`src/rtl/cpcs_pkg.sv`:
```
// cpcs_pkg: shared types and constants for the closest palette color search unit
// no dependencies

package cpcs_pkg;

   localparam int PaletteEntriesDefault = 256;
   localparam int ColorWidth    = 8;
   localparam int DistWidth     = 26;
   localparam int CsrIndexWidth = 2;

   // configuration register indexes
   localparam logic [CsrIndexWidth-1:0] CSR_WEIGHT_RED     = 2'd0;
   localparam logic [CsrIndexWidth-1:0] CSR_WEIGHT_GREEN   = 2'd1;
   localparam logic [CsrIndexWidth-1:0] CSR_WEIGHT_BLUE    = 2'd2;
   localparam logic [CsrIndexWidth-1:0] CSR_PALETTE_PRESENT = 2'd3;

   localparam logic REQ_WRITE = 1'b0;
   localparam logic REQ_QUERY = 1'b1;

   typedef struct packed {
      logic [ColorWidth-1:0] red;
      logic [ColorWidth-1:0] green;
      logic [ColorWidth-1:0] blue;
   } rgb_type;

   typedef struct packed {
      logic [ColorWidth-1:0] red;
      logic [ColorWidth-1:0] green;
      logic [ColorWidth-1:0] blue;
   } weights_type;

   // token handed from cell to cell along the search chain
   typedef struct packed {
      logic                 valid;
      logic                 last;
      rgb_type              query;
      rgb_type              entry;
      logic [15:0]          sq_red;
      logic [15:0]          sq_green;
      logic [15:0]          sq_blue;
      logic [DistWidth-1:0] wdist;
   } chain_type;

endpackage

```
`src/rtl/cpcs_sq_cell.sv`:
```
// cpcs_sq_cell: one stage of the distance chain, forms squared channel differences
// depends on cpcs_pkg

module cpcs_sq_cell (
   input  logic                clock,
   input  logic                reset,
   input  cpcs_pkg::chain_type chain_in,
   output cpcs_pkg::chain_type chain_out
);
   import cpcs_pkg::*;

   chain_type chain_ff, chain_in_w;
   logic [ColorWidth-1:0] dr, dg, db;

   // absolute channel differences
   always_comb begin
      dr = (chain_in.query.red > chain_in.entry.red) ?
           chain_in.query.red - chain_in.entry.red : chain_in.entry.red - chain_in.query.red;
      dg = (chain_in.query.green > chain_in.entry.green) ?
           chain_in.query.green - chain_in.entry.green :
           chain_in.entry.green - chain_in.query.green;
      db = (chain_in.query.blue > chain_in.entry.blue) ?
           chain_in.query.blue - chain_in.entry.blue : chain_in.entry.blue - chain_in.query.blue;
      chain_in_w          = chain_in;
      chain_in_w.sq_red   = 16'(dr) * 16'(dr);
      chain_in_w.sq_green = 16'(dg) * 16'(dg);
      chain_in_w.sq_blue  = 16'(db) * 16'(db);
   end

   always_ff @(posedge clock) begin
      if (reset) begin
         chain_ff       <= '0;
      end else begin
         chain_ff       <= chain_in_w;
      end
   end

   assign chain_out = chain_ff;
endmodule

```
`config.mk`:
```
export PLATFORM = sky130hd
export DESIGN_NAME = cpcs_sq_cell
export DESIGN_NICKNAME = d
export VERILOG_FILES = /design/src/rtl/cpcs_pkg.sv /design/src/rtl/cpcs_sq_cell.sv
export SDC_FILE = /design/constraint.sdc
export NUM_CORES = 1
export LEC_CHECK = 0
export BUFFER_PORTS_ARGS = -buffer_cell sky130_fd_sc_hd__buf_2
export CELL_PAD_IN_SITES_DETAIL_PLACEMENT = 1
export CELL_PAD_IN_SITES_GLOBAL_PLACEMENT = 2
export CORE_MARGIN = 5
export CORE_UTILIZATION = 35
export DETAILED_ROUTE_END_ITERATION = 12
export HOLD_SLACK_MARGIN = 0.15
export PLACE_DENSITY_LB_ADDON = 0.3
export SETUP_SLACK_MARGIN = 0.1
export SYNTH_ARGS = -nofsm -noshare
export SYNTH_HDL_FRONTEND = slang
export SYNTH_SLANG_ARGS = --single-unit
```
`constraint.sdc`:
```
create_clock -name clock -period 19.8 [get_ports clock]
set_clock_uncertainty 0.1 [all_clocks]
set_input_delay 2.97 -clock clock [delete_from_list [all_inputs] [get_ports clock]]
set_output_delay 2.97 -clock clock [all_outputs]
set_load 0.03 [all_outputs]
```
* After elaboration in Yosys (flattened, before gate mapping)
Index checks and enable logic that the tools add are counted.
W data, S select, Z words.
** Word-level totals
- Register bits :: 124
- Input bits :: 126
- Output and inout bits :: 124
- Logic and storage cells :: 27
** Operators by class
- Add/sub/neg operators :: 6
- Multipliers :: 3
- Magnitude comparators :: 3
- Mux-type cells :: 3
** Operator list (count)
- $mul A8 B8 Y16 :: 3
- $sub A8 B8 Y8 :: 6
- $gt A8 B8 Y1 :: 3
- $mux W8 :: 3

* Logic depth before layout (Yosys ltp)
- Depth after elaboration :: 3
- Mapped depth :: 28

* Least setup slack after synthesis
Ideal clock, no wire load.
- Path type :: in2reg
- From :: input port chain_in[106] in the netlist's numbering
- To :: register chain_ff, in the netlist chain_out[56]
- Library setup time :: 0.121 ns
- Data arrival time :: 8.716 ns
- Data required time :: 19.579 ns
- Slack :: 10.863 ns
- Stages on the path :: 25
- Cells stage by stage :: inv_1 -> ha_1 -> inv_1 -> fa_1 -> a21o_1 -> a21oi_1 -> o21a_1 -> o21ai_4 -> mux2_2 -> xor2_2 -> or2_2 -> inv_1 -> fa_1 -> fa_1 -> inv_1 -> fa_1 -> fa_1 -> inv_1 -> ha_1 -> a21o_1 -> a31oi_1 -> o2111ai_1 -> a21o_1 -> a21oi_1 -> mux2_2
** Between the ends
- Longest elaborated chain between the ends :: 3
** RTL lines
- start: declaration :: RTL line cpcs_sq_cell.sv:7 : input cpcs_pkg::chain_type chain_in,
- $sub A8 B8 Y8 (tied with other cells) :: RTL line cpcs_sq_cell.sv:21 : chain_in.entry.green - chain_in.query.green;
- $mux W8 * :: RTL line cpcs_sq_cell.sv:19 : dg = (chain_in.query.green > chain_in.entry.green) ?
- $mul A8 B8 Y16 * :: RTL line cpcs_sq_cell.sv:26 : chain_in_w.sq_green = 16'(dg) * 16'(dg);
- end signal: assignment :: RTL line cpcs_sq_cell.sv:34 : chain_ff <= chain_in_w;
- end: declaration :: RTL line cpcs_sq_cell.sv:12 : chain_type chain_ff, chain_in_w;
Every way passes the cells marked *; elsewhere a longest branch is shown, timed or not.
A chain may end at the register's enable or synchronous reset.

* Final worst setup path
- From :: input port chain_in[114] in the netlist's numbering
- To :: register chain_ff, in the netlist chain_out[73]
** Between the ends
- Longest elaborated chain between the ends :: 3
** RTL lines
- $sub A8 B8 Y8 / $gt A8 B8 Y1 (equally long branches) :: RTL line cpcs_sq_cell.sv:18, cpcs_sq_cell.sv:17
- $mux W8 * :: RTL line cpcs_sq_cell.sv:17 : dr = (chain_in.query.red > chain_in.entry.red) ?
- $mul A8 B8 Y16 * :: RTL line cpcs_sq_cell.sv:25 : chain_in_w.sq_red = 16'(dr) * 16'(dr);
Marks and branches as above.

==> impl_results.md <==
* Mapped Cells at between 1,000 and 1,500
* I/O Pins at 250
* Final critical-path share of the clock period at 47.0%
* Gr ovfl total at 0
* CP max-delay cell: xnor2_1
* Worst Hold Depth at 2
* Tot GR Track Use at roughly 16%
* Share of cells above drive strength 1 at around 22%
* DRC viols at 0
* Area share of fa/ha/maj cells after synthesis at about a third
* Commonest non-fill, non-tap cell in the layout: buf_2
* CTS Buf Count at 17
* Htree depth at 4
* Hold_buf cts at 0
* DIE AREA at 0.0312 mm2
* Hold Crit Class: primary input to register
* Die height at 177 um
* Crit Path Max Fanout at 11
* # setup viols final at 0
* Number of antenna violations at the first check in global routing at 0
* Nets at 1,597
* Synthesized flop and latch total at 121
* WHS Endpoint: chain_out[122]$_SDFF_PP0_
* Register area share after synthesis at about a quarter
* Initial Util at roughly a third
* Fin. Hold Viols at 0
* XOR/XNOR Fraction of Synth Area at 7.01%
* Post-synthesis simple-gate area fraction at 14.5%
* Slew headroom at 34.3%
* Drt wl/cell at 14.8 um
* Max Cap Viol at 0
* Port Buffers at 198
* CP peak stage delay at between 700 and 800 ps
* Layout area overhead at 19.9%
* Largest net degree at the start of global routing at 87
* Worst path arrival time at 9560 ps
* Setup bufs post-CTS at 0
* RSZ-0062 raised after global routing: false
* Largest family of logic cells by synthesized area: adder cells
* CP dominant cell by count: fa_1
* Vias in the first global route at 8,392
* Setup crit end kind: register
* DR WL met2 at 12,100 um
* Die width at roughly 180 um
* Beginning of the worst hold path: chain_in[122]
* First-pass GRT wire length at between 40,000 and 50,000 um
* Clk sinks at about 120
* Wire length on met1 at 10,600 um
* Vias/cell at approximately 4.6
* Std-Cell Rows at 61
* Required time of the critical path at 20,050 ps
* Startpoint Class: primary input
* Via count at 7,561
* Met3 wire len at 1480 um
* Status: complete, no violations
* Max reg flops at around 120
* Yosys cell types at 55
* Netlist Area Pre-Place at 0.00971 mm2
* Router iterations before antenna repair at 4
* CTS tree: built
* Compound-Gate Fraction of Synth Area at slightly above 9%
* Min Tclk post-route at 9310 ps
* Most frequent cells in the layout: 197 x buf_2, 182 x inv_1, 149 x nor2_1
* # diodes at 0
* Multiplexer area fraction after synthesis at 2.28%
* Routed WL at 24,300 um
* F_max at 107 MHz
* Worst-path clk slew at 70 ps
* Clock root cell: clkbuf_16
* Worst Tran Pin Value at 958 ps
* Core ar. at about 0.028 mm2
* Post-DP HPWL at 19,900 um
* Number of gates resized after CTS at 0
* Routed Antenna Nets at 0
* 1st-iter DRT viols at 175
* Critical path class: primary input to register
* Avg Cell Area, Syn at 9.09 um2
* Clock buffer depth at 2
* Gp weighted congestion at 0.823
* Final max-slew violation count at 0
* Uppermost layer routed: met4
* Ys Warns at 0
* Setup TNS at 0 ps
==> area by class of cell <==
class                      instances  area (um2)
clock buffer                      17         425
inverter                         182         683
tap                              378         473
timing repair buffer             202        1020
clock inverter                    15         154
multi-input combinational        735        6460
sequential                       121        2420
fill                            3280       15900
==> per-layer routing <==
metal | GRT usage (%) | up-vias
li1 | - | 3760
met2 | 28.8 | 136
met3 | 4.73 | 15
met1 | 19.7 | 3650
met4 | 3.35 | 0
met5 | 0 | -
==> cell usage after synthesis, drive strengths merged <==
cell type	instances	area (um2)
a31oi	5	31.3
a41oi	5	43.8
o2111ai	1	8.76
a21o	26	195
nand4	2	12.5
nor3b	6	45.0
a21oi	51	259
xnor2	48	465
ha	133	1660
o21a	3	22.5
nor2b	39	244
inv	182	683
nor3	18	90.1
mux2	3	37.5
o31ai	2	15.0
or3	3	18.8
o211a	1	10.0
mux2i	18	184
fa	79	1580
o21bai	8	60.1
a2111oi	1	8.76
clkbuf	21	80.1
xor2	22	215
and2	3	18.8
a221oi	4	35.0
or2	20	125
dfxtp	121	2420
nand3b	2	15.0
buf	11	67.6
conb	1	3.75
a211oi	6	50.1
and4	4	40.0
nor2	152	583
a211o	1	8.76
nand2b	8	50.1
nand2	27	104
o21ai	19	133
nand3	11	65.1
o22a	1	8.76
==> metrics by stage <==
stage               hold WS, ps  setup slack, ps  std cells  util, %  area (um2)
floorplan                  3000            10860       1070        -        9710
global placement           3080            10100       1618     40.1       11100
detailed placement         3090            10080       1618     40.1       11100
CTS                        2620            10490       1650     42.3       11600
global route               2630            10090       1650     42.3       11600
finish                     2640            10490       1650     42.3       11600
==> worst max path at each step <==
| stage | startpoint | to | slack (ps) | depth (start not counted) |
|---|---|---|---|---|
| floorplan | chain_in[106] | chain_out[56]$_SDFF_PP0_ | 10860 | 25 |
| global placement | chain_in[114] | chain_out[73]$_SDFF_PP0_ | 10100 | 25 |
| detailed placement | chain_in[82] | chain_out[56]$_SDFF_PP0_ | 10080 | 22 |
| CTS | chain_in[114] | chain_out[73]$_SDFF_PP0_ | 10490 | 25 |
| global route | chain_in[82] | chain_out[56]$_SDFF_PP0_ | 10090 | 22 |
| finish | chain_in[114] | chain_out[73]$_SDFF_PP0_ | 10490 | 25 |
==> critical path: cells and delay by family <==
family | cells | cell delay [ps]
AOI/OAI and AO/OA | 8 | 1500
xor gates and xnor gates | 1 | 760
adders and majority gates | 7 | 2950
buffers and inverters | 5 | 340
muxes | 1 | 170
and+or+nand+nor | 3 | 870
==> kinds of logic (layout without fill, tap and decap cells) <==
logic type                 Yosys count  count (layout)
and+or+nand+nor                    295             295
buffers and inverters              214             416
adders and majority gates          212             212
AOI/OAI and AO/OA                  134             134
DFF                                121             121
xor gates and xnor gates            70              70
muxes                               21              21
other                                1               3
Power is left out: the tool's default activity adds up to more than one toggle a clock period on the data nets, which glitch-free logic cannot reach.
