### src/rtl/cpcs_pkg.sv
// cpcs_pkg: shared types and constants for the closest palette color search unit
// no dependencies

package cpcs_pkg;

   localparam int PaletteEntriesDefault = 256;
   localparam int ColorWidth    = 8;
   localparam int DistWidth     = 26;
   localparam int CsrIndexWidth = 2;

   // configuration register indexes
   localparam logic [CsrIndexWidth-1:0] CSR_WEIGHT_RED     = 2'd0;
   localparam logic [CsrIndexWidth-1:0] CSR_WEIGHT_GREEN   = 2'd1;
   localparam logic [CsrIndexWidth-1:0] CSR_WEIGHT_BLUE    = 2'd2;
   localparam logic [CsrIndexWidth-1:0] CSR_PALETTE_PRESENT = 2'd3;

   localparam logic REQ_WRITE = 1'b0;
   localparam logic REQ_QUERY = 1'b1;

   typedef struct packed {
      logic [ColorWidth-1:0] red;
      logic [ColorWidth-1:0] green;
      logic [ColorWidth-1:0] blue;
   } rgb_type;

   typedef struct packed {
      logic [ColorWidth-1:0] red;
      logic [ColorWidth-1:0] green;
      logic [ColorWidth-1:0] blue;
   } weights_type;

   // token handed from cell to cell along the search chain
   typedef struct packed {
      logic                 valid;
      logic                 last;
      rgb_type              query;
      rgb_type              entry;
      logic [15:0]          sq_red;
      logic [15:0]          sq_green;
      logic [15:0]          sq_blue;
      logic [DistWidth-1:0] wdist;
   } chain_type;

endpackage

### src/rtl/cpcs_wsum_cell.sv
// cpcs_wsum_cell: chain stage that weights the squares and sums them
// depends on cpcs_pkg

module cpcs_wsum_cell (
   input  logic                  clock,
   input  logic                  reset,
   input  cpcs_pkg::weights_type weights,
   input  cpcs_pkg::chain_type   chain_in,
   output cpcs_pkg::chain_type   chain_out
);
   import cpcs_pkg::*;

   chain_type chain_ff, chain_in_w;
   logic [23:0] tr, tg, tb;

   // three narrow products and one three-term sum
   always_comb begin
      tr = 24'(chain_in.sq_red)   * 24'(weights.red);
      tg = 24'(chain_in.sq_green) * 24'(weights.green);
      tb = 24'(chain_in.sq_blue)  * 24'(weights.blue);
      chain_in_w       = chain_in;
      chain_in_w.wdist = DistWidth'(tr) + DistWidth'(tg) + DistWidth'(tb);
   end

   always_ff @(posedge clock) begin
      if (reset) begin
         chain_ff <= '0;
      end else begin
         chain_ff <= chain_in_w;
      end
   end

   assign chain_out = chain_ff;
endmodule

### config.mk
export PLATFORM = sky130hd
export DESIGN_NAME = cpcs_wsum_cell
export DESIGN_NICKNAME = d
export VERILOG_FILES = /design/src/rtl/cpcs_pkg.sv /design/src/rtl/cpcs_wsum_cell.sv
export SDC_FILE = /design/constraint.sdc
export NUM_CORES = 1
export LEC_CHECK = 0
export BUFFER_PORTS_ARGS = -buffer_cell sky130_fd_sc_hd__buf_2
export CAP_MARGIN = 0
export CORE_ASPECT_RATIO = 1.25
export CORE_MARGIN = 2
export CORE_UTILIZATION = 33
export CTS_BUF_LIST = sky130_fd_sc_hd__clkbuf_8 sky130_fd_sc_hd__clkbuf_16
export CTS_CLUSTER_SIZE = 28
export DETAILED_ROUTE_END_ITERATION = 10
export GPL_TIMING_DRIVEN = 1
export PLACE_DENSITY = 0.54
export SYNTH_ARGS = -nofsm -noshare
export SYNTH_HDL_FRONTEND = slang
export SYNTH_SLANG_ARGS = --single-unit
### constraint.sdc
create_clock -name clock -period 7.5 [get_ports clock]
set_input_delay 1.125 -clock clock [delete_from_list [all_inputs] [get_ports clock]]
set_output_delay 1.125 -clock clock [all_outputs]
set_load 0.02 [all_outputs]
; ---- Yosys cells after proc, flatten, opt, wreduce, memory -nomap -nowiden
; Cells that the tools add are included.
[classes]
addsub = 2
multipliers = 3
div = 0
magnitude_cmp = 0
eq_ne = 0
shifts = 0
muxes = 0
bitwise_logic = 0
reduce_logical = 0
[ops]
columns = cell, count
row1 = $mul 16x8->24, 3
row2 = $add 25x24->26, 1
row3 = $add 24x24->25, 1
[totals]
register_bits = 124
latch_bits = 0
ramBits = 0
romBits = 0
in_bits = 150
out_inout_bits = 124
mem_count = 0

; ---- Depth between registers and ports, before layout
; Gate-level depths: netlist of run 1.
[logic_depth]
word_depth = 3
ltp_mapped = 23
ltp_nobuf = 22

; ---- Worst setup path after synthesis of run 1
; No wires, ideal clock.
[synth_path]
path_kind = input to register
start = in weights[19] (netlist name)
end = reg chain_ff (netlist bit chain_out[19])
arrival_time_ns = 6.792
required_time_ns = 7.377
setup_slack_ns = 0.584
path_stages = 22
path_cell_list = clkbuf_1 -> nand2_1 -> fa_1 -> inv_1 -> fa_1 -> inv_1 -> fa_1 -> fa_1 -> inv_1 -> fa_1 -> fa_1 -> inv_1 -> fa_1 -> inv_1 -> ha_1 -> buf_2 -> a21oi_1 -> o21ai_1 -> or3_1 -> a32o_2 -> a31oi_1 -> mux2_1
[synth_via]
elab_chain_cells = 3
[synth_rtl]
columns = item, line
row1 = from (decl), cpcs_wsum_cell.sv:7  ; input cpcs_pkg::weights_type weights,
row2 = $mul 16x8->24, cpcs_wsum_cell.sv:18  ; tr = 24'(chain_in.sq_red) * 24'(weights.red);
row3 = $add 24x24->25, cpcs_wsum_cell.sv:22  ; chain_in_w.wdist = DistWidth'(tr) + DistWidth'(tg) + DistWidth'(tb);
row4 = $add 25x24->26, cpcs_wsum_cell.sv:22
row5 = to (signal assigned), cpcs_wsum_cell.sv:29  ; chain_ff <= chain_in_w;
row6 = to (decl), cpcs_wsum_cell.sv:13  ; chain_type chain_ff, chain_in_w;
; No other way between the ends.
; A chain may end at the register's enable or synchronous reset.

; ---- Worst setup path after layout of run 1
[layout_path]
start = in weights[16] (netlist name)
end = reg chain_ff (netlist bit chain_out[23])
; Same word-level chain as after synthesis.

==> impl_metrics.ini, run 1 <==
[sta]
fin_tns_setup_ns = 0
rsz0062_at_grt = false
max_freq_mhz = 142
hold_viol = 0
final_max_slew_viol_count = 0
min_period_ns = 7.02
tightest_slew_ns = 0.757
setup_viol = 0
slew_headroom_pct = 49.5
finalCritPeriodShare_pct = 93.6

[setup_path]
worstPathRequired_ns = 7.84
path_cells = buf_2 -> buf_4 -> and2_1 -> fa_1 -> fa_1 -> inv_1 -> fa_1 -> fa_1 -> inv_1 -> fa_1 -> fa_1 -> inv_1 -> fa_1 -> inv_1 -> ha_1 -> a21oi_1 -> o21ai_1 -> or3_1 -> a32o_2 -> a21boi_1 -> mux2_1
worst_path_max_delay_cell = fa_1
crit_top_cell = fa_1
crit_fanout = 11
setup.worst_path.start_class = input port
worstSetupPathType = in -> reg
slowest_delay_ns = 0.55
cp-end-kind = flip-flop
cp-endpoint = chain_out[23]
critPathLaunch = weights[16]
worstPathArrival_ns = 7.37

[yosys]
synthAdderAreaFrac_pct = 50.8
synthMuxAreaShare_pct = 0.661
syn-cell-area_mm2 = 0.0159
synthCells = 1680
synthTopCellsByArea = fa_1, dfxtp_1, inv_1, ha_1, and2_1
yosysTopAreaCellShare_pct = 42.4
yosysMostFrequentCell = inv_1
synth-main-ff-cell = dfxtp_1
synthSimpleGateAreaFrac_pct = 19.0
synth-compound-area-share_pct = 2.54
synth_area_leader_cell = fa_1
yosysWarnings = 0
yosys-top-cells-count = inv_1, fa_1, and2_1
synth_seq_cells = 124
async_reset_ff_share_pct = 0
synth_edf_count = 0
synth-seq-area-share_pct = 15.6
synth_xor_area_share_pct = 0.551
synthesis.nets = 2274
synth.distinct_cells = 45
synth_top_family_by_area = adder cells
syn_avg_cell_area_um2 = 9.46

[global_routing]
antenna_found_initial = 2
grt_pass1_wl_mm = 66.2
overflow = 0
grt_pass1_vias = 12504
grt.total_usage_pct = 16.8
grt_max_degree = 75

[clocking]
h-tree-depth = 4
cts_root_buf = clkbuf_16
post_cts_resized = 0
cts_made_buffers = 17
cts_buffer_depth = 2
postCtsHoldBufs = 0
path_clk_slew_ns = 0.07
cts_sinks = 124
cts_setup_buffers = 0
cts_tree = built

[floorplanning]
design.die.area_mm2 = 0.0500
row_count = 89
start_util_pct = 33.5
die_height_um = 249
fp.dieW_um = 200
pin_count = 274
core_area_mm2 = 0.0474

[job]
drv_cap = 0

[placed_design]
portBuffers = 247
place.gp.congestion = 0.867
dp_hpwl_mm = 33.8

[route]
vias = 11238
wirelength_mm = 39.2
dr.pass1.iters = 4
routedWlPerCell_um = 15.3
dr.first_iter.drc_count = 234
via_per_inst = 4.38
drc = 0
ant_nets = 0

[final_layout]
syn_to_final_growth_pct = 16.0
nets = 2509
drive_gt1_share_pct = 15.8
fin_util_pct = 38.9
largest_register_ffs = 124
diodes = 0

[min_path]
min_path_type = in -> reg

[run_status]
status = complete, no violations
## cells by family after synthesis
family,count (synthesis)
fa+ha+maj,444
buf+inv,457
xor+xnor,10
mux,9
compound gates,64
simple gates,572
flops,124
## critical path, delay by kind of cell
family                     cells  cell delay, ns
adders and majority gates      8            3.93
AOI/OAI and AO/OA              4            0.87
buffers and inverters          6            0.58
and+or+nand+nor                2            0.52
muxes                          1            0.35
## final cells by class
| type | instances | area (µm²) |
|---|---|---|
| Clock buffer | 18 | 439 |
| Tap cell | 637 | 797 |
| Fill cell | 4811 | 29000 |
| Multi-Input combinational cell | 1099 | 11700 |
| Timing Repair Buffer | 263 | 1360 |
| Sequential cell | 124 | 2480 |
| Inverter | 410 | 1540 |
| Clock inverter | 14 | 126 |
## through the flow
step	area, µm²	std cells	worst slack, ns	hold WS [ns]
floorplan	15900	1680	0.584	1.25
global placement	17900	2533	0.140	1.33
detailed placement	17900	2533	0.0542	1.34
CTS	18400	2565	0.512	0.846
global route	18400	2565	0.288	0.865
finish	18400	2565	0.479	0.878
## routing by layer
metal / part of all wire, % / vias to the layer above / GRT usage, %
met2: 51 / 226 / 29.3
met3: 3.4 / 54 / 2.56
met1: 44 / 5652 / 21.3
li1: - / 5302 / -
met5: 0.061 / - / 0
met4: 1.9 / 4 / 5.31
## cells in the final DEF, fill, tap and decap left out, drive strengths merged, types with 15 or more instances in the layout
cell | netlist | final
inv | 410 | 419
fa | 337 | 337
buf | 1 | 263
and2 | 201 | 201
nand2 | 199 | 199
dfxtp | 124 | 124
nor2b | 116 | 116
ha | 107 | 107
nor2 | 30 | 30
a21oi | 26 | 26
clkbuf | 46 | 18
o21ai | 15 | 15
## how the worst min path moves through the flow
stage,startpoint,to,slack [ns],cells past startpoint
after CTS,chain_in[79],chain_out[79],0.85,2
final,chain_in[108],chain_out[108],0.88,2
after detailed placement,chain_in[79],chain_out[79],1.34,2
after global routing,chain_in[108],chain_out[108],0.87,2
after global placement,chain_in[81],chain_out[81],1.33,2
after floorplan,chain_in[100],chain_out[100],1.25,1
Power of run 1 is not shown: default switching activity piles up to over one toggle a cycle in this logic, so the estimate is an artifact.
==> run 2, diff against run 1 <==
--- a/config.mk
+++ b/config.mk
@@ -5,7 +5,7 @@
 export SDC_FILE = /design/constraint.sdc
 export NUM_CORES = 1
 export LEC_CHECK = 0
-export BUFFER_PORTS_ARGS = -buffer_cell sky130_fd_sc_hd__buf_2
+export BUFFER_PORTS_ARGS = -buffer_cell sky130_fd_sc_hd__buf_4
 export CAP_MARGIN = 0
 export CORE_ASPECT_RATIO = 1.25
 export CORE_MARGIN = 2
==> constraint.sdc (replaced) <==
create_clock -name clock -period 7.37 [get_ports clock]
set_input_delay 1.1055 -clock clock [delete_from_list [all_inputs] [get_ports clock]]
set_output_delay 1.1055 -clock clock [all_outputs]
set_load 0.02 [all_outputs]
==> impl_metrics.ini, run 2 (synthesis results as in run 1) <==
[route]
routedWlPerCell_um = 15.3
vias = 11185
wirelength_mm = 39.3
via_per_inst = 4.37
dr.first_iter.drc_count = 259
ant_nets = 0
drc = 0
dr.pass1.iters = 5

[sta]
tightest_slew_ns = 0.791
setup_viol = 0
min_period_ns = 6.78
hold_viol = 0
fin_tns_setup_ns = 0
final_max_slew_viol_count = 0
max_freq_mhz = 147
finalCritPeriodShare_pct = 92.1
slew_headroom_pct = 47.2
rsz0062_at_grt = false

[setup_path]
worstPathRequired_ns = 7.71
worstPathArrival_ns = 7.12
path_cells = buf_4 -> and2_1 -> fa_1 -> inv_1 -> fa_1 -> fa_1 -> inv_1 -> fa_1 -> fa_1 -> inv_1 -> fa_1 -> inv_1 -> fa_1 -> ha_1 -> nor2b_4 -> o2111a_1 -> or2_4 -> a32o_2 -> a31oi_1 -> mux2_1
worstSetupPathType = in -> reg
crit_fanout = 16
setup.worst_path.start_class = input port
slowest_delay_ns = 0.56
worst_path_max_delay_cell = fa_1
cp-end-kind = flip-flop
crit_top_cell = fa_1

[clocking]
cts_made_buffers = 17
cts_sinks = 124
path_clk_slew_ns = 0.07
postCtsHoldBufs = 0
post_cts_resized = 0
cts_root_buf = clkbuf_16
h-tree-depth = 4
cts_tree = built
cts_setup_buffers = 0
cts_buffer_depth = 2

[floorplanning]
row_count = 89
pin_count = 274
start_util_pct = 33.5
design.die.area_mm2 = 0.0500
core_area_mm2 = 0.0474
fp.dieW_um = 200
die_height_um = 249

[global_routing]
grt_pass1_vias = 12720
overflow = 0
antenna_found_initial = 2
grt_max_degree = 76
grt.total_usage_pct = 16.9
grt_pass1_wl_mm = 66.5

[final_layout]
syn_to_final_growth_pct = 19.8
nets = 2503
largest_register_ffs = 124
drive_gt1_share_pct = 15.6
final_common_cell = inv_1
final_cell_mix = inv_1, fa_1, buf_4

[job]
drv_cap = 0

[placed_design]
dp_hpwl_mm = 34.0
portBuffers = 247
place.gp.congestion = 0.832

[run_status]
status = complete, no violations

[min_path]
min_path_type = in -> reg
[run 2: cell types whose count changed in the layout (fill, tap and decap cells not counted), sizes merged]
| cell | delta |
|---|---|
| clkinv | -1 |
| bufinv | +1 |
| diode | +2 |
| buf | -6 |
| clkinvlp | +1 |
| inv | -1 |
[run 2: worst paths after layout]
path,start,end,cells after the start
min,chain_in[107],chain_out[107],2
max,weights[16],chain_out[19],20
[run 2: layout make-up]
class,instances,area [µm²]
Antenna cell,2,5.00
Clock buffer,18,439
Clock inverter,14,148
Fill cell,4843,28400
Inverter,410,1540
Multi-Input combinational cell,1099,11700
Sequential cell,124,2480
Tap cell,637,797
Timing Repair Buffer,257,1930
[run 2: per-stage QoR]
step | utilization (%) | instances | hold slack, ns | instance area, µm² | setup WS, ns
after floorplan | - | 1680 | 1.23 | 15900 | 0.474
after global placement | 38.9 | 2527 | 1.32 | 18400 | 0.126
after detailed placement | 38.9 | 2527 | 1.32 | 18400 | 0.114
after CTS | 40.1 | 2559 | 0.831 | 19000 | 0.585
after global routing | 40.1 | 2559 | 0.841 | 19000 | 0.344
final | 40.1 | 2561 | 0.861 | 19000 | 0.585
[run 2: critical path, delay by kind of cell]
kind                     cells  cell delay [ns]
adder cells (fa/ha/maj)      8             3.84
AO/OA/AOI/OAI                3             0.82
AND/OR/NAND/NOR              3             0.63
buffers and inverters        5             0.40
multiplexers                 1             0.35
[run 2: routing by layer]
| metal | global-route usage [%] | up-vias | routed length [µm] | part of all wire, % |
|---|---|---|---|---|
| met5 | 0 | - | 0 | 0 |
| li1 | - | 5294 | - | - |
| met2 | 29.9 | 229 | 19700 | 50 |
| met4 | 5.33 | 0 | 778 | 2.0 |
| met1 | 20.9 | 5616 | 17200 | 44 |
| met3 | 2.94 | 46 | 1560 | 4.0 |
Power of run 2 is left out for the same reason.
