<file path="config.mk">
export PLATFORM = sky130hd
export DESIGN_NAME = cpcs_min_cell
export DESIGN_NICKNAME = d
export VERILOG_FILES = /design/src/rtl/cpcs_pkg.sv /design/src/rtl/cpcs_min_cell.sv
export SDC_FILE = /design/constraint.sdc
export NUM_CORES = 1
export LEC_CHECK = 0
export BUFFER_PORTS_ARGS = -buffer_cell sky130_fd_sc_hd__buf_4
export CELL_PAD_IN_SITES_DETAIL_PLACEMENT = 0
export CELL_PAD_IN_SITES_GLOBAL_PLACEMENT = 2
export CORE_AREA = 2 2 98 100
export CTS_CLUSTER_DIAMETER = 200
export DETAILED_ROUTE_END_ITERATION = 7
export DIE_AREA = 0 0 100 102
export HOLD_SLACK_MARGIN = 0.15
export PLACE_DENSITY = 0.84
export SYNTH_ARGS = -nofsm -noshare
export SYNTH_HDL_FRONTEND = slang
export SYNTH_SLANG_ARGS = --single-unit
</file>
<file path="constraint.sdc">
create_clock -name clock -period 9.97 [get_ports clock]
set_clock_uncertainty 0.15 [all_clocks]
set_input_delay 1.4955 -clock clock [delete_from_list [all_inputs] [get_ports clock]]
set_output_delay 1.4955 -clock clock [all_outputs]
set_load 0.005 [all_outputs]
</file>
<file path="src/rtl/cpcs_pkg.sv">
// cpcs_pkg: shared types and constants for the closest palette color search unit
// no dependencies

package cpcs_pkg;

   localparam int PaletteEntriesDefault = 256;
   localparam int ColorWidth    = 8;
   localparam int DistWidth     = 26;
   localparam int CsrIndexWidth = 2;

   // configuration register indexes
   localparam logic [CsrIndexWidth-1:0] CSR_WEIGHT_RED     = 2'd0;
   localparam logic [CsrIndexWidth-1:0] CSR_WEIGHT_GREEN   = 2'd1;
   localparam logic [CsrIndexWidth-1:0] CSR_WEIGHT_BLUE    = 2'd2;
   localparam logic [CsrIndexWidth-1:0] CSR_PALETTE_PRESENT = 2'd3;

   localparam logic REQ_WRITE = 1'b0;
   localparam logic REQ_QUERY = 1'b1;

   typedef struct packed {
      logic [ColorWidth-1:0] red;
      logic [ColorWidth-1:0] green;
      logic [ColorWidth-1:0] blue;
   } rgb_type;

   typedef struct packed {
      logic [ColorWidth-1:0] red;
      logic [ColorWidth-1:0] green;
      logic [ColorWidth-1:0] blue;
   } weights_type;

   // token handed from cell to cell along the search chain
   typedef struct packed {
      logic                 valid;
      logic                 last;
      rgb_type              query;
      rgb_type              entry;
      logic [15:0]          sq_red;
      logic [15:0]          sq_green;
      logic [15:0]          sq_blue;
      logic [DistWidth-1:0] wdist;
   } chain_type;

endpackage

</file>
<file path="src/rtl/cpcs_min_cell.sv">
// cpcs_min_cell: last chain stage, keeps the running minimum and its index
// depends on cpcs_pkg

module cpcs_min_cell #(
   parameter int IndexWidth = 8
) (
   input  logic                       clock,
   input  logic                       reset,
   input  cpcs_pkg::chain_type        chain_in,
   output logic                       done,
   output logic [7:0]                 best_index,
   output logic [cpcs_pkg::DistWidth-1:0] best_distance
);
   import cpcs_pkg::*;

   logic                  first_ff, first_in;
   logic [IndexWidth-1:0] idx_ff, idx_in, best_ff, best_in;
   logic [DistWidth-1:0]  dist_ff, dist_in;
   logic                  done_ff, done_in;

   // strict less-than keeps the lowest index on ties
   always_comb begin
      first_in = first_ff;
      idx_in   = idx_ff;
      best_in  = best_ff;
      dist_in  = dist_ff;
      done_in  = 1'b0;
      if (chain_in.valid) begin
         if (first_ff || chain_in.wdist < dist_ff) begin
            best_in = idx_ff;
            dist_in = chain_in.wdist;
         end
         idx_in   = idx_ff + 1'b1;
         first_in = 1'b0;
         if (chain_in.last) begin
            done_in  = 1'b1;
            first_in = 1'b1;
            idx_in   = '0;
         end
      end
   end

   always_ff @(posedge clock) begin
      if (reset) begin
         first_ff <= 1'b1;
         idx_ff   <= '0;
         done_ff  <= 1'b0;
      end else begin
         first_ff <= first_in;
         idx_ff   <= idx_in;
         done_ff  <= done_in;
      end
      best_ff <= best_in;
      dist_ff <= dist_in;
   end

   assign done          = done_ff;
   assign best_index    = 8'(best_ff);
   assign best_distance = dist_ff;

   // scan index returns to zero after the final entry
   assert property (@(posedge clock) disable iff (reset)
      done |-> idx_ff == '0) else $error("index not rewound");
   assert property (@(posedge clock) disable iff (reset)
      done |=> !done) else $error("done held two cycles");
   assert property (@(posedge clock) disable iff (reset)
      done |-> first_ff) else $error("first flag not restored");
endmodule

</file>
### After elaboration in Yosys (flattened, before gate mapping)

Index checks and enable logic that the tools add are counted.

* register bits: 44
* input port bits: 126
* word-level logic and storage cells: 13

* add/subtract/negate cells: 1
* order comparisons: 1
* mux-type cells: 2
* bitwise gates (word level): 1
* reduce and logical (&&, ||, !) cells: 3

Operator list (number)
* $lt A26 B26 Y1: 1
* $add A8 B1 Y8 const B: 1
* $mux W8: 1
* $reduce_and A2 Y1: 1
* $reduce_or A2 Y1: 1
* $logic_or A1 B1 Y1: 1
* $mux W1: 1
* $not A1 Y1: 1

### Logic depth before layout (Yosys ltp)

Gate-level depths: netlist (run 1).

* depth in word-level cells: 3
* gate-level depth with buffers: 7
* mapped depth without buffers: 7

### Worst setup path after synthesis (run 1)

Ideal clock, no wire load.

* kind: input to register
* start: input port chain_in[15] (netlist name)
* end: register dist_ff[0] (netlist: best_distance[0]), enable pin
* arrival time: 5046 ps
* data required time: 9333 ps
* slack: 4287 ps
* stages on the path: 6
* buffers on the path: 0
* path through: ha_1 a21oi_2 o21ai_1 a221oi_2 o22ai_1 a311oi_1

* cells in the longest elaborated chain, start to end: 3

RTL lines
* start: declaration: line cpcs_min_cell.sv:9 `input cpcs_pkg::chain_type chain_in,`
* $lt A26 B26 Y1: line cpcs_min_cell.sv:29 `if (first_ff || chain_in.wdist < dist_ff) begin`
* $logic_or A1 B1 Y1: line cpcs_min_cell.sv:29
* $reduce_and A2 Y1 (no source line)
* end signal: assignment: line cpcs_min_cell.sv:54 `dist_ff <= dist_in;`
* end: declaration: line cpcs_min_cell.sv:18 `logic [DistWidth-1:0] dist_ff, dist_in;`

Every way passes these cells.
A chain may end at the register's enable or synchronous reset.

### Final worst setup path (run 1)

* start: input port chain_in[15] (netlist name)
* end: register best_ff[0] (netlist: best_index[0]), enable pin

* cells in the longest elaborated chain, start to end: 3

RTL lines
* $lt A26 B26 Y1: line cpcs_min_cell.sv:29
* $logic_or A1 B1 Y1: line cpcs_min_cell.sv:29
* $reduce_and A2 Y1 (no source line)
* end signal: assignment: line cpcs_min_cell.sv:53 `best_ff <= best_in;`
* end: declaration: line cpcs_min_cell.sv:17 `logic [IndexWidth-1:0] idx_ff, idx_in, best_ff, best_in;`

Every way passes these cells.

==> results of run 1 <==
report_power, final:
group	leakage (nW)	internal, mW	switching (mW)
Sequential	0.415	0.209	0.00489
Clock	0.0530	0.0655	0.0657
Combinational	0.797	0.0307	0.0281
registers in the layout, summed over array words and instances (netlist names):
signal and cells:
best_distance 26, idx_ff 8, done 1, first_ff 1, best_index 8
cells by family after synthesis:
kind of cell | count (synthesis)
xor+xnor | 4
fa+ha+maj | 26
flops | 44
simple gates | 38
compound gates | 27
buf+inv | 27
Yosys cell counts:
| library cell | instances |
|---|---|
| a41oi_1 | 1 |
| nand2b_1 | 2 |
| nand4_2 | 1 |
| o21ai_0 | 4 |
| inv_1 | 27 |
| a21oi_1 | 10 |
| nand3b_1 | 1 |
| nor4_1 | 1 |
| a21boi_0 | 1 |
| o22ai_1 | 1 |
| nand2_1 | 11 |
| a21o_1 | 1 |
| and3_1 | 1 |
| edfxtp_1 | 34 |
| nor3_1 | 1 |
| a21oi_2 | 2 |
| xor2_1 | 4 |
| a311oi_1 | 1 |
| o21ai_1 | 1 |
| a211oi_1 | 3 |
| or3_1 | 2 |
| a2bb2oi_1 | 1 |
| nor2_1 | 8 |
| nand4_1 | 6 |
| nand3_1 | 3 |
| dfxtp_1 | 10 |
| or2_2 | 1 |
| ha_1 | 26 |
| a221oi_2 | 1 |
final cells by class:
class,instances,area [µm²]
Clock buffer,6,93.8
Timing Repair Buffer,65,488
Fill cell,956,6300
Clock inverter,2,16.3
Sequential cell,44,1220
Tap cell,111,139
Inverter,27,101
Multi-Input combinational cell,95,748
how the worst max path moves through the flow:
stage / to / slack, ns / cells past startpoint
after floorplan: best_distance[0]$_DFFE_PP_ / 4.29 / 6
after global placement: best_index[3]$_DFFE_PP_ / 5.79 / 8
after detailed placement: best_index[4]$_DFFE_PP_ / 5.76 / 8
after CTS: best_distance[24]$_DFFE_PP_ / 6.11 / 8
after global routing: best_distance[24]$_DFFE_PP_ / 5.99 / 8
final: best_index[0]$_DFFE_PP_ / 6.14 / 8
routing by layer:
metal,vias to the layer above,share of wire (%),global-route usage (%)
li1,739,-,-
met1,658,47,10.5
met2,35,46,13.5
met3,5,5.6,3.15
met4,0,1.3,2.53
met5,-,0,0
metrics by stage:
| step | std cells | setup WS, ns |
|---|---|---|
| final | 350 | 6.14 |
| after detailed placement | 342 | 5.76 |
| after global placement | 342 | 5.79 |
| after CTS | 350 | 6.11 |
| after floorplan | 166 | 4.29 |
| after global routing | 350 | 5.99 |
==> qor.csv, run 1 <==
metric,value,unit
status,finished clean,
ant_nets,0,
grt_max_degree,26,
arrival,3.65,ns
fin_nets,390,
synthCells,166,
vias,1437,
antenna_found_initial,0,
min_from,idx_ff[7]$_SDFFE_PP0P_,
worstSetupEndpointType,flop,
place_area,2700,µm²
insertion_delay,0.30,ns
r2r_start,best_distance[15]$_DFFE_PP_,
synth-adder-area-share,15.8,%
design.core.area,9110,µm²
yosysTopAreaCellShare,49.7,%
synth_top_family_by_area,adder cells,
period_share,38.4,%
cts_buffers,5,
final_common_cell,buf_4,
grt_pass1_wl,6560,µm
numPortBuffers,64,
die_y,102,µm
grt_overflow_total,0,
yosys_warnings,0,
finalSetupViolations,0,
synth-compound-area-share,8.65,%
cts_tree,yes,
cp_max_fo,25,
max_stage_delay,0.59,ns
max_slew_margin,56.7,%
routed_wirelength,4260,µm
stdcell_area,2810,µm²
cp-startpoint,chain_in[15],
boundaryPins,161,
clock_sinks,44,
synthTopCellsByArea,"edfxtp_1 50%, ha_1 16%, dfxtp_1 9.8%, inv_1 4.9%, a21oi_1 2.4%",
clk_pin_slew_worst_paths,0.09,ns
synth-seq-area-share,59.5,%
dpl.hpwl,3360,µm
cap_violations,0,
synth_fp_nets,318,
cts_hold_buf,0,
period_minus_slack,3.83,ns
grt_pass1_vias,1361,
hp-class,flop to flop,
finalSetupTns,0,ns
final_layout_size_suffix_gt1_share,33.1,%
die_w,100,µm
clockBufferDepth,2,
syn_to_final_growth,36.7,%
first_pass_iters,3,
synthMuxAreaShare,0,%
p_per_area,144,nW/µm²
synth_cell_types,29,
start_util,22.5,%
final_max_slew_viol_count,0,
diodes,0,
start_kind,input pin,
synth_xor_area_share,1.71,%
hold_depth,0,
synth-simple-area-share,9.38,%
drcViolationCount,0,
clock.fmax,261,MHz
synth-seq-cells,44,
cellLeakagePower,1.26,nW
grtUsageTotal,8.37,%
cts_htree_levels,2,
final_core_util,30.8,%
post-layout-total-power,0.404,mW
wl_per_cell,12.2,µm
dieArea,10200,µm²
syn_area,2050,µm²
path_cells,buf_4 -> ha_1 -> a21oi_2 -> o21ai_1 -> a221oi_2 -> o22ai_1 -> a311oi_4 -> buf_4,
root_buffer,clkbuf_8,
grt_setup_unrepaired,no,
place_congestion,0.739,
hold_viol,0,
via_per_inst,4.11,
ff2ff_setup_slack,7.05,ns
yosysTopAreaCell,edfxtp_1,
tightest_slew,0.644,ns
rows,35,
rr_endpoint,best_index[0]$_DFFE_PP_,
path_common_cell,buf_4,
cp_top_family,compound AO/OA/AOI/OAI gates,
cts_resized,0,
required,9.79,ns
crit_type,input pin to flop,
whs_endpoint,best_index[7]$_DFFE_PP_,
layout_common_cells,"65 x buf_4, 34 x edfxtp_1, 27 x inv_1, 26 x ha_1, 11 x nand2_1",
cp_num_buf_inv,2,
avgSynthCellArea,12.4,µm²
drt_iter0_drc,18,
ff2ff_path_depth,8,
cp_slowest_cell,a311oi_4,
hold_ws,0.313,ns
max-vdd-ir-drop,0.0496,mV
cts_setup_buffers,0,
Power figures use the tool's default switching activity.
==> run 2, diff against run 1 <==
--- a/config.mk
+++ b/config.mk
@@ -8,12 +8,12 @@
 export BUFFER_PORTS_ARGS = -buffer_cell sky130_fd_sc_hd__buf_4
 export CELL_PAD_IN_SITES_DETAIL_PLACEMENT = 0
 export CELL_PAD_IN_SITES_GLOBAL_PLACEMENT = 2
-export CORE_AREA = 2 2 98 100
+export CORE_AREA = 2 2 100 102
 export CTS_CLUSTER_DIAMETER = 200
 export DETAILED_ROUTE_END_ITERATION = 7
-export DIE_AREA = 0 0 100 102
+export DIE_AREA = 0 0 102 104
 export HOLD_SLACK_MARGIN = 0.15
-export PLACE_DENSITY = 0.84
+export PLACE_DENSITY = 0.81
 export SYNTH_ARGS = -nofsm -noshare
 export SYNTH_HDL_FRONTEND = slang
 export SYNTH_SLANG_ARGS = --single-unit
==> constraint.sdc (replaced) <==
create_clock -name clock -period 3.9 [get_ports clock]
set_clock_uncertainty 0.15 [all_clocks]
set_input_delay 0.585 -clock clock [delete_from_list [all_inputs] [get_ports clock]]
set_output_delay 0.585 -clock clock [all_outputs]
set_load 0.005 [all_outputs]
==> qor.csv, run 2 (synthesis gave the netlist of run 1 again) <==
metric,value,unit,change
boundaryPins,161,,unchanged
die_w,102,µm,+2.0%
place_congestion,0.716,,-3.2%
antenna_found_initial,0,,unchanged
routed_wirelength,4400,µm,+3.2%
arrival,2.69,ns,-0.96 ns
period_minus_slack,2.85,ns,
syn_to_final_growth,37.6,%,
required,3.74,ns,-6.05 ns
dpl.hpwl,3450,µm,+2.9%
path_cells,buf_4 -> ha_1 -> a21oi_2 -> o21ai_1 -> a221oi_2 -> o22ai_1 -> a311oi_4 -> buf_4,,
vias,1425,,-0.84%
clockBufferDepth,2,,unchanged
max_stage_delay,0.61,ns,+0.02 ns
hold_ws,0.306,ns,-0.00678 ns
grt_setup_unrepaired,no,,
ff2ff_setup_slack,1.06,ns,-5.99 ns
grt_overflow_total,0,,unchanged
cp_slowest_cell,a311oi_4,,
clock.fmax,351,MHz,
cellLeakagePower,1.27,nW,about the same
clk_pin_slew_worst_paths,0.08,ns,about the same
drcViolationCount,0,,unchanged
cts_buffers,5,,unchanged
path_common_cell,buf_4,,
final_max_slew_viol_count,0,,unchanged
tightest_slew,0.695,ns,+0.0503 ns
finalSetupViolations,0,,unchanged
diodes,0,,unchanged
period_share,73.0,%,
dieArea,10600,µm²,+4.0%
p_per_area,355,nW/µm²,+150%
start_util,21.5,%,-1.0 points
dp_worst_setup_slack,0.680,ns,-5.08 ns
ant_nets,0,,unchanged
numPortBuffers,64,,unchanged
finalSetupTns,0,ns,unchanged
start_kind,input pin,,
max_slew_margin,53.3,%,-3.4 points
worstSetupEndpointType,flop,,
grtUsageTotal,8.54,%,+0.17 points
layout_common_cells,"66 x buf_4, 34 x edfxtp_1, 27 x inv_1, 26 x ha_1, 11 x nand2_1",,
insertion_delay,0.29,ns,about the same
cts_setup_buffers,0,,unchanged
cts_hold_buf,0,,unchanged
status,finished clean,,
fin_nets,391,,+0.26%
clock_sinks,44,,unchanged
final_layout_size_suffix_gt1_share,32.9,%,-0.14 points
cap_violations,0,,unchanged
grt_pass1_wl,7070,µm,+7.8%
cp_max_fo,15,,-40%
cp_top_family,compound AO/OA/AOI/OAI gates,,
first_pass_iters,4,,+1
final_common_cell,buf_4,,
max-vdd-ir-drop,0.129,mV,+160%
grt_max_degree,16,,-38%
die_y,104,µm,+2.0%
rows,36,,+2.9%
design.core.area,9550,µm²,+4.8%
grt_pass1_vias,1469,,+7.9%
drt_iter0_drc,36,,+18
wl_per_cell,11.8,µm,-3.2%
cp_num_buf_inv,2,,unchanged
crit_type,input pin to flop,,
via_per_inst,3.82,,-6.9%
cts_tree,yes,,
fin_ws,1.05,ns,-5.09 ns
root_buffer,clkbuf_8,,
hp-class,flop to flop,,
cts_resized,0,,unchanged
cts_htree_levels,2,,unchanged
largest_reg_flops,26,,unchanged
hold_viol,0,,unchanged
==> run 2: cell count changes in the layout (fill, tap and decap cells not counted) <==
cell and change:
buf_4 +1, clkbuf_1 +1, clkbuf_16 -1, clkbuf_8 +1, clkinvlp_4 -1, inv_4 +1, inv_6 -1
==> run 2: cell type report <==
type | count | area, µm²
sequential | 44 | 1220
fill | 1001 | 6720
tap | 133 | 166
timing repair buffer | 66 | 495
multi-input combinational | 95 | 748
clock buffer | 7 | 86.3
clock inverter | 1 | 6.26
inverter | 27 | 101
==> run 2: stage by stage <==
step / util [%] / total power [mW] / area [µm²] / instances
final: 29.6 / 1.00 / 2830 / 373
after global routing: 29.6 / 1.06 / 2830 / 373
after CTS: 29.6 / 1.03 / 2830 / 373
after detailed placement: 28.6 / 0.713 / 2730 / 365
after global placement: 28.6 / 0.711 / 2730 / 365
after floorplan: - / 0.625 / 2060 / 166
==> run 2: power breakdown <==
part / total [mW] / internal, mW / switching (mW)
clock network: 0.305 / 0.145 / 0.160
logic: 0.152 / 0.0796 / 0.0728
registers: 0.546 / 0.534 / 0.0128
total: 1.00 / 0.758 / 0.246
==> run 2: worst paths after layout <==
check                               from                     endpoint  cells after the start
max reg2reg  best_distance[15]$_DFFE_PP_  best_distance[11]$_DFFE_PP_                      8
max                         chain_in[15]  best_distance[11]$_DFFE_PP_                      8
min               idx_ff[7]$_SDFFE_PP0P_      best_index[7]$_DFFE_PP_                      0
min reg2reg       idx_ff[7]$_SDFFE_PP0P_      best_index[7]$_DFFE_PP_                      0
==> run 2: layer usage <==
metal  track usage [%]  vias to the layer above  share of wire (%)
li1                  -                      744                  -
met2              14.3                       33                 49
met1              10.2                      643                 44
met4              2.57                        0                1.0
met5                 0                        -                  0
met3              2.96                        5                5.8
==> run 2: worst reg2reg max path, stage by stage (launching register included) <==
cell      delay, ns
edfxtp_1       0.40
inv_1          0.07
ha_1           0.24
a21oi_2        0.14
o21ai_1        0.08
a221oi_2       0.30
o22ai_1        0.16
a311oi_4       0.61
buf_4          0.37
==> run 3, diff against run 2 <==
--- a/config.mk
+++ b/config.mk
@@ -5,15 +5,16 @@
 export SDC_FILE = /design/constraint.sdc
 export NUM_CORES = 1
 export LEC_CHECK = 0
+export ABC_AREA = 1
 export BUFFER_PORTS_ARGS = -buffer_cell sky130_fd_sc_hd__buf_4
 export CELL_PAD_IN_SITES_DETAIL_PLACEMENT = 0
 export CELL_PAD_IN_SITES_GLOBAL_PLACEMENT = 2
-export CORE_AREA = 2 2 100 102
+export CORE_AREA = 2 2 110 112
 export CTS_CLUSTER_DIAMETER = 200
 export DETAILED_ROUTE_END_ITERATION = 7
-export DIE_AREA = 0 0 102 104
+export DIE_AREA = 0 0 112 114
 export HOLD_SLACK_MARGIN = 0.15
-export PLACE_DENSITY = 0.81
+export PLACE_DENSITY = 0.75
 export SYNTH_ARGS = -nofsm -noshare
 export SYNTH_HDL_FRONTEND = slang
 export SYNTH_SLANG_ARGS = --single-unit
==> constraint.sdc (replaced) <==
create_clock -name clock -period 2.4 [get_ports clock]
set_clock_uncertainty 0.15 [all_clocks]
set_input_delay 0.36 -clock clock [delete_from_list [all_inputs] [get_ports clock]]
set_output_delay 0.36 -clock clock [all_outputs]
set_load 0.005 [all_outputs]
==> qor.csv, run 3 <==
metric,value,unit,change
die_y,114,µm,+9.6%
ff2ff_path_depth,13,,+5
diodes,0,,unchanged
rows,40,,+11%
numPortBuffers,64,,unchanged
cp_max_fo,8,,-7
dpl.hpwl,3740,µm,+8.2%
antenna_found_initial,0,,unchanged
cellLeakagePower,1.55,nW,+23%
crit_type,input pin to flop,,
cp_slowest_cell,dlygate4sd3_1,,
grt_pass1_vias,1753,,+19%
place_area,2840,µm²,+3.8%
syn_area,2140,µm²,+4.4%
clock.fmax,446,MHz,
rr_endpoint,best_distance[10]$_DFFE_PP_,,
fin_nets,458,,+17%
grtUsageTotal,8.18,%,-0.36 points
place_congestion,0.697,,-2.6%
clock_sinks,44,,unchanged
finalSetupTns,0,ns,unchanged
tightest_slew,0.562,ns,-0.132 ns
synth-seq-area-share,57.0,%,-2.5 points
fillers,1244,,+24%
cts_buffers,5,,unchanged
synth_common_cells,"40 x inv_1, 39 x nand2_1, 34 x edfxtp_1",,
cts_htree_levels,2,,unchanged
max_stage_delay,0.59,ns,-0.02 ns
synthCells,204,,+23%
yosys_warnings,0,,unchanged
hp-class,input pin to flop,,
clockBufferDepth,2,,unchanged
synth_edf_count,34,,unchanged
cts_tree,yes,,
period_share,93.3,%,
min_from,chain_in[122],,
r2r_start,best_distance[25]$_DFFE_PP_,,
clk_pin_slew_worst_paths,0.06,ns,-0.02 ns
met1_length,2350,µm,+21%
final_core_util,28.6,%,-0.96 points
grt_overflow_total,0,,unchanged
synth_cell_types,22,,-24%
path_cells,dlygate4sd3_1 -> ha_2 -> nand4_1 -> nand3_1 -> nand2_1 -> nand2_1 -> nor2_2 -> nand2_2 -> a21oi_4 -> buf_12 -> clkbuf_16,,
path_common_cell,nand2_1,,
stdcell_area,3350,µm²,+19%
whs_endpoint,done$_SDFF_PP0_,,
avgSynthCellArea,10.5,µm²,-15%
start_util,18.3,%,-3.2 points
root_buffer,clkbuf_16,,
status,finished clean,,
synth-seq-cells,44,,unchanged
boundaryPins,161,,unchanged
ant_nets,0,,unchanged
syn_to_final_growth,56.4,%,
yosysTopAreaCell,edfxtp_1,,
first_pass_iters,4,,unchanged
p_per_area,583,nW/µm²,+64%
ff2ff_setup_slack,0.19,ns,-0.87 ns
hold_depth,3,,+3
arrival,2.09,ns,-0.60 ns
design.core.area,11700,µm²,+23%
final_layout_size_suffix_gt1_share,29.0,%,-3.9 points
yosysTopAreaCellShare,47.6,%,-2.1 points
cp_top_family,buffers and inverters,,
grt_setup_unrepaired,no,,
largest_reg_flops,26,,unchanged
insertion_delay,0.29,ns,about the same
max-vdd-ir-drop,0.273,mV,+110%
period_minus_slack,2.24,ns,
dieArea,12800,µm²,+20%
post-layout-total-power,1.95,mW,+95%
max_slew_margin,62.5,%,+9.2 points
final_common_cell,buf_4,,
routed_wirelength,5210,µm,+19%
wl_per_cell,11.5,µm,-2.6%
start_kind,input pin,,
grt_max_degree,32,,+16
synth_fp_nets,356,,+12%
via_per_inst,3.74,,-2.1%
multi_input_area,778,µm²,+4.0%
ys.flop_type,edfxtp_1,,
highest_layer,met4,,
cp_num_buf_inv,3,,+1
wl_met3,291,µm,+15%
synthTopCellsByArea,"edfxtp_1 48%, ha_1 15%, dfxtp_1 9.3%, inv_1 7.0%, nand2_1 6.8%",,
cap_violations,0,,unchanged
required,2.25,ns,-1.49 ns
grt_pass1_wl,8170,µm,+16%
worstSetupEndpointType,flop,,
layout_common_cells,"64 x buf_4, 40 x inv_1, 38 x nand2_1, 34 x edfxtp_1, 27 x dlygate4sd3_1",,
vias,1698,,+19%
finalSetupViolations,0,,unchanged
final_max_slew_viol_count,0,,unchanged
hold_viol,0,,unchanged
die_w,112,µm,+9.8%
drt_iter0_drc,56,,+56%
drcViolationCount,0,,unchanged
met2WireLength,2490,µm,+16%
seq_area,1220,µm²,unchanged
yosys.cell_count.top_type,inv_1,,
async_reset_ff_share,0,%,unchanged
run 3: cell types whose count changed in the layout (fill, tap and decap cells not counted), moves of 4 or more:
cell	change
dlygate4sd3_1	+27
nand3_1	+5
clkbuf_8	-6
nand4_1	-4
inv_1	+13
nand2_1	+27
xor2_1	-4
clkbuf_16	+8
run 3: kinds of logic (layout without fill, tap and decap cells):
group                      Yosys count  after routing  share of synthesized area (%)
DFF                                 44             44                           57.0
AOI/OAI and AO/OA                   21             21                           5.20
adders and majority gates           26             26                           15.2
buffers and inverters               42            145                           7.71
and+or+nand+nor                     71             71                           14.9
run 3: worst max-delay path by stage:
stage / start / to / slack (ns) / depth (start not counted)
after floorplan: best_distance[25]$_DFFE_PP_ / best_distance[0]$_DFFE_PP_ / 0.07 / 11
after CTS: chain_in[10] / best_distance[24]$_DFFE_PP_ / 0.07 / 11
final: chain_in[10] / best_distance[10]$_DFFE_PP_ / 0.16 / 11
after global routing: best_distance[25]$_DFFE_PP_ / best_distance[10]$_DFFE_PP_ / 0.003 / 13
after detailed placement: chain_in[9] / best_distance[6]$_DFFE_PP_ / 0.06 / 9
after global placement: chain_in[9] / best_distance[5]$_DFFE_PP_ / 0.08 / 9
run 3: layout make-up:
| type | instances | share of cell area, % |
|---|---|---|
| clock buffers | 6 | 4.48 |
| clock inverters | 2 | 0.373 |
| inverters | 41 | 4.59 |
| multi-input cells | 118 | 23.2 |
| flip-flops and latches | 44 | 36.4 |
| well taps | 147 | 5.49 |
| repair buffers | 96 | 25.4 |
run 3: worst reg2reg max path: stages, from the launching register on:
cell	delay (ns)
edfxtp_1	0.40
inv_1	0.07
ha_1	0.23
nand2_1	0.10
nor2_2	0.06
nand2_1	0.09
nor2_1	0.05
nand2_1	0.06
nand2_1	0.05
nor2_2	0.11
nand2_2	0.09
a21oi_4	0.17
buf_12	0.14
clkbuf_16	0.16
run 3: metrics by stage:
| step | setup slack (ns) | cells | hold WS [ns] |
|---|---|---|---|
| 2_1_floorplan | 0.0712 | 204 | 0.274 |
| 3_3_place_gp | 0.0768 | 416 | 0.290 |
| 3_5_place_dp | 0.0557 | 416 | 0.302 |
| 4_1_cts | 0.0690 | 451 | 0.199 |
| 5_1_grt | 0.00333 | 454 | 0.236 |
| 6_report | 0.160 | 454 | 0.212 |
run 3: power breakdown:
group	internal (mW)	switching [mW]	leakage, nW
clock	0.448	0.306	0.0780
combinational	0.176	0.138	1.06
sequential	0.867	0.0202	0.415
run 3: per-layer routing:
layer | vias up | GRT usage (%)
li1 | 880 | -
met1 | 770 | 9.54
met2 | 43 | 14.2
met3 | 5 | 2.50
met4 | 0 | 3.17
met5 | - | 0
run 3: timing repair:
action	in CTS	in global routing
endpoints found under the hold margin	29	0
hold buffers	27	0
gates resized for setup	0	4
buffers inserted	0	1
setup endpoints to repair	0	31
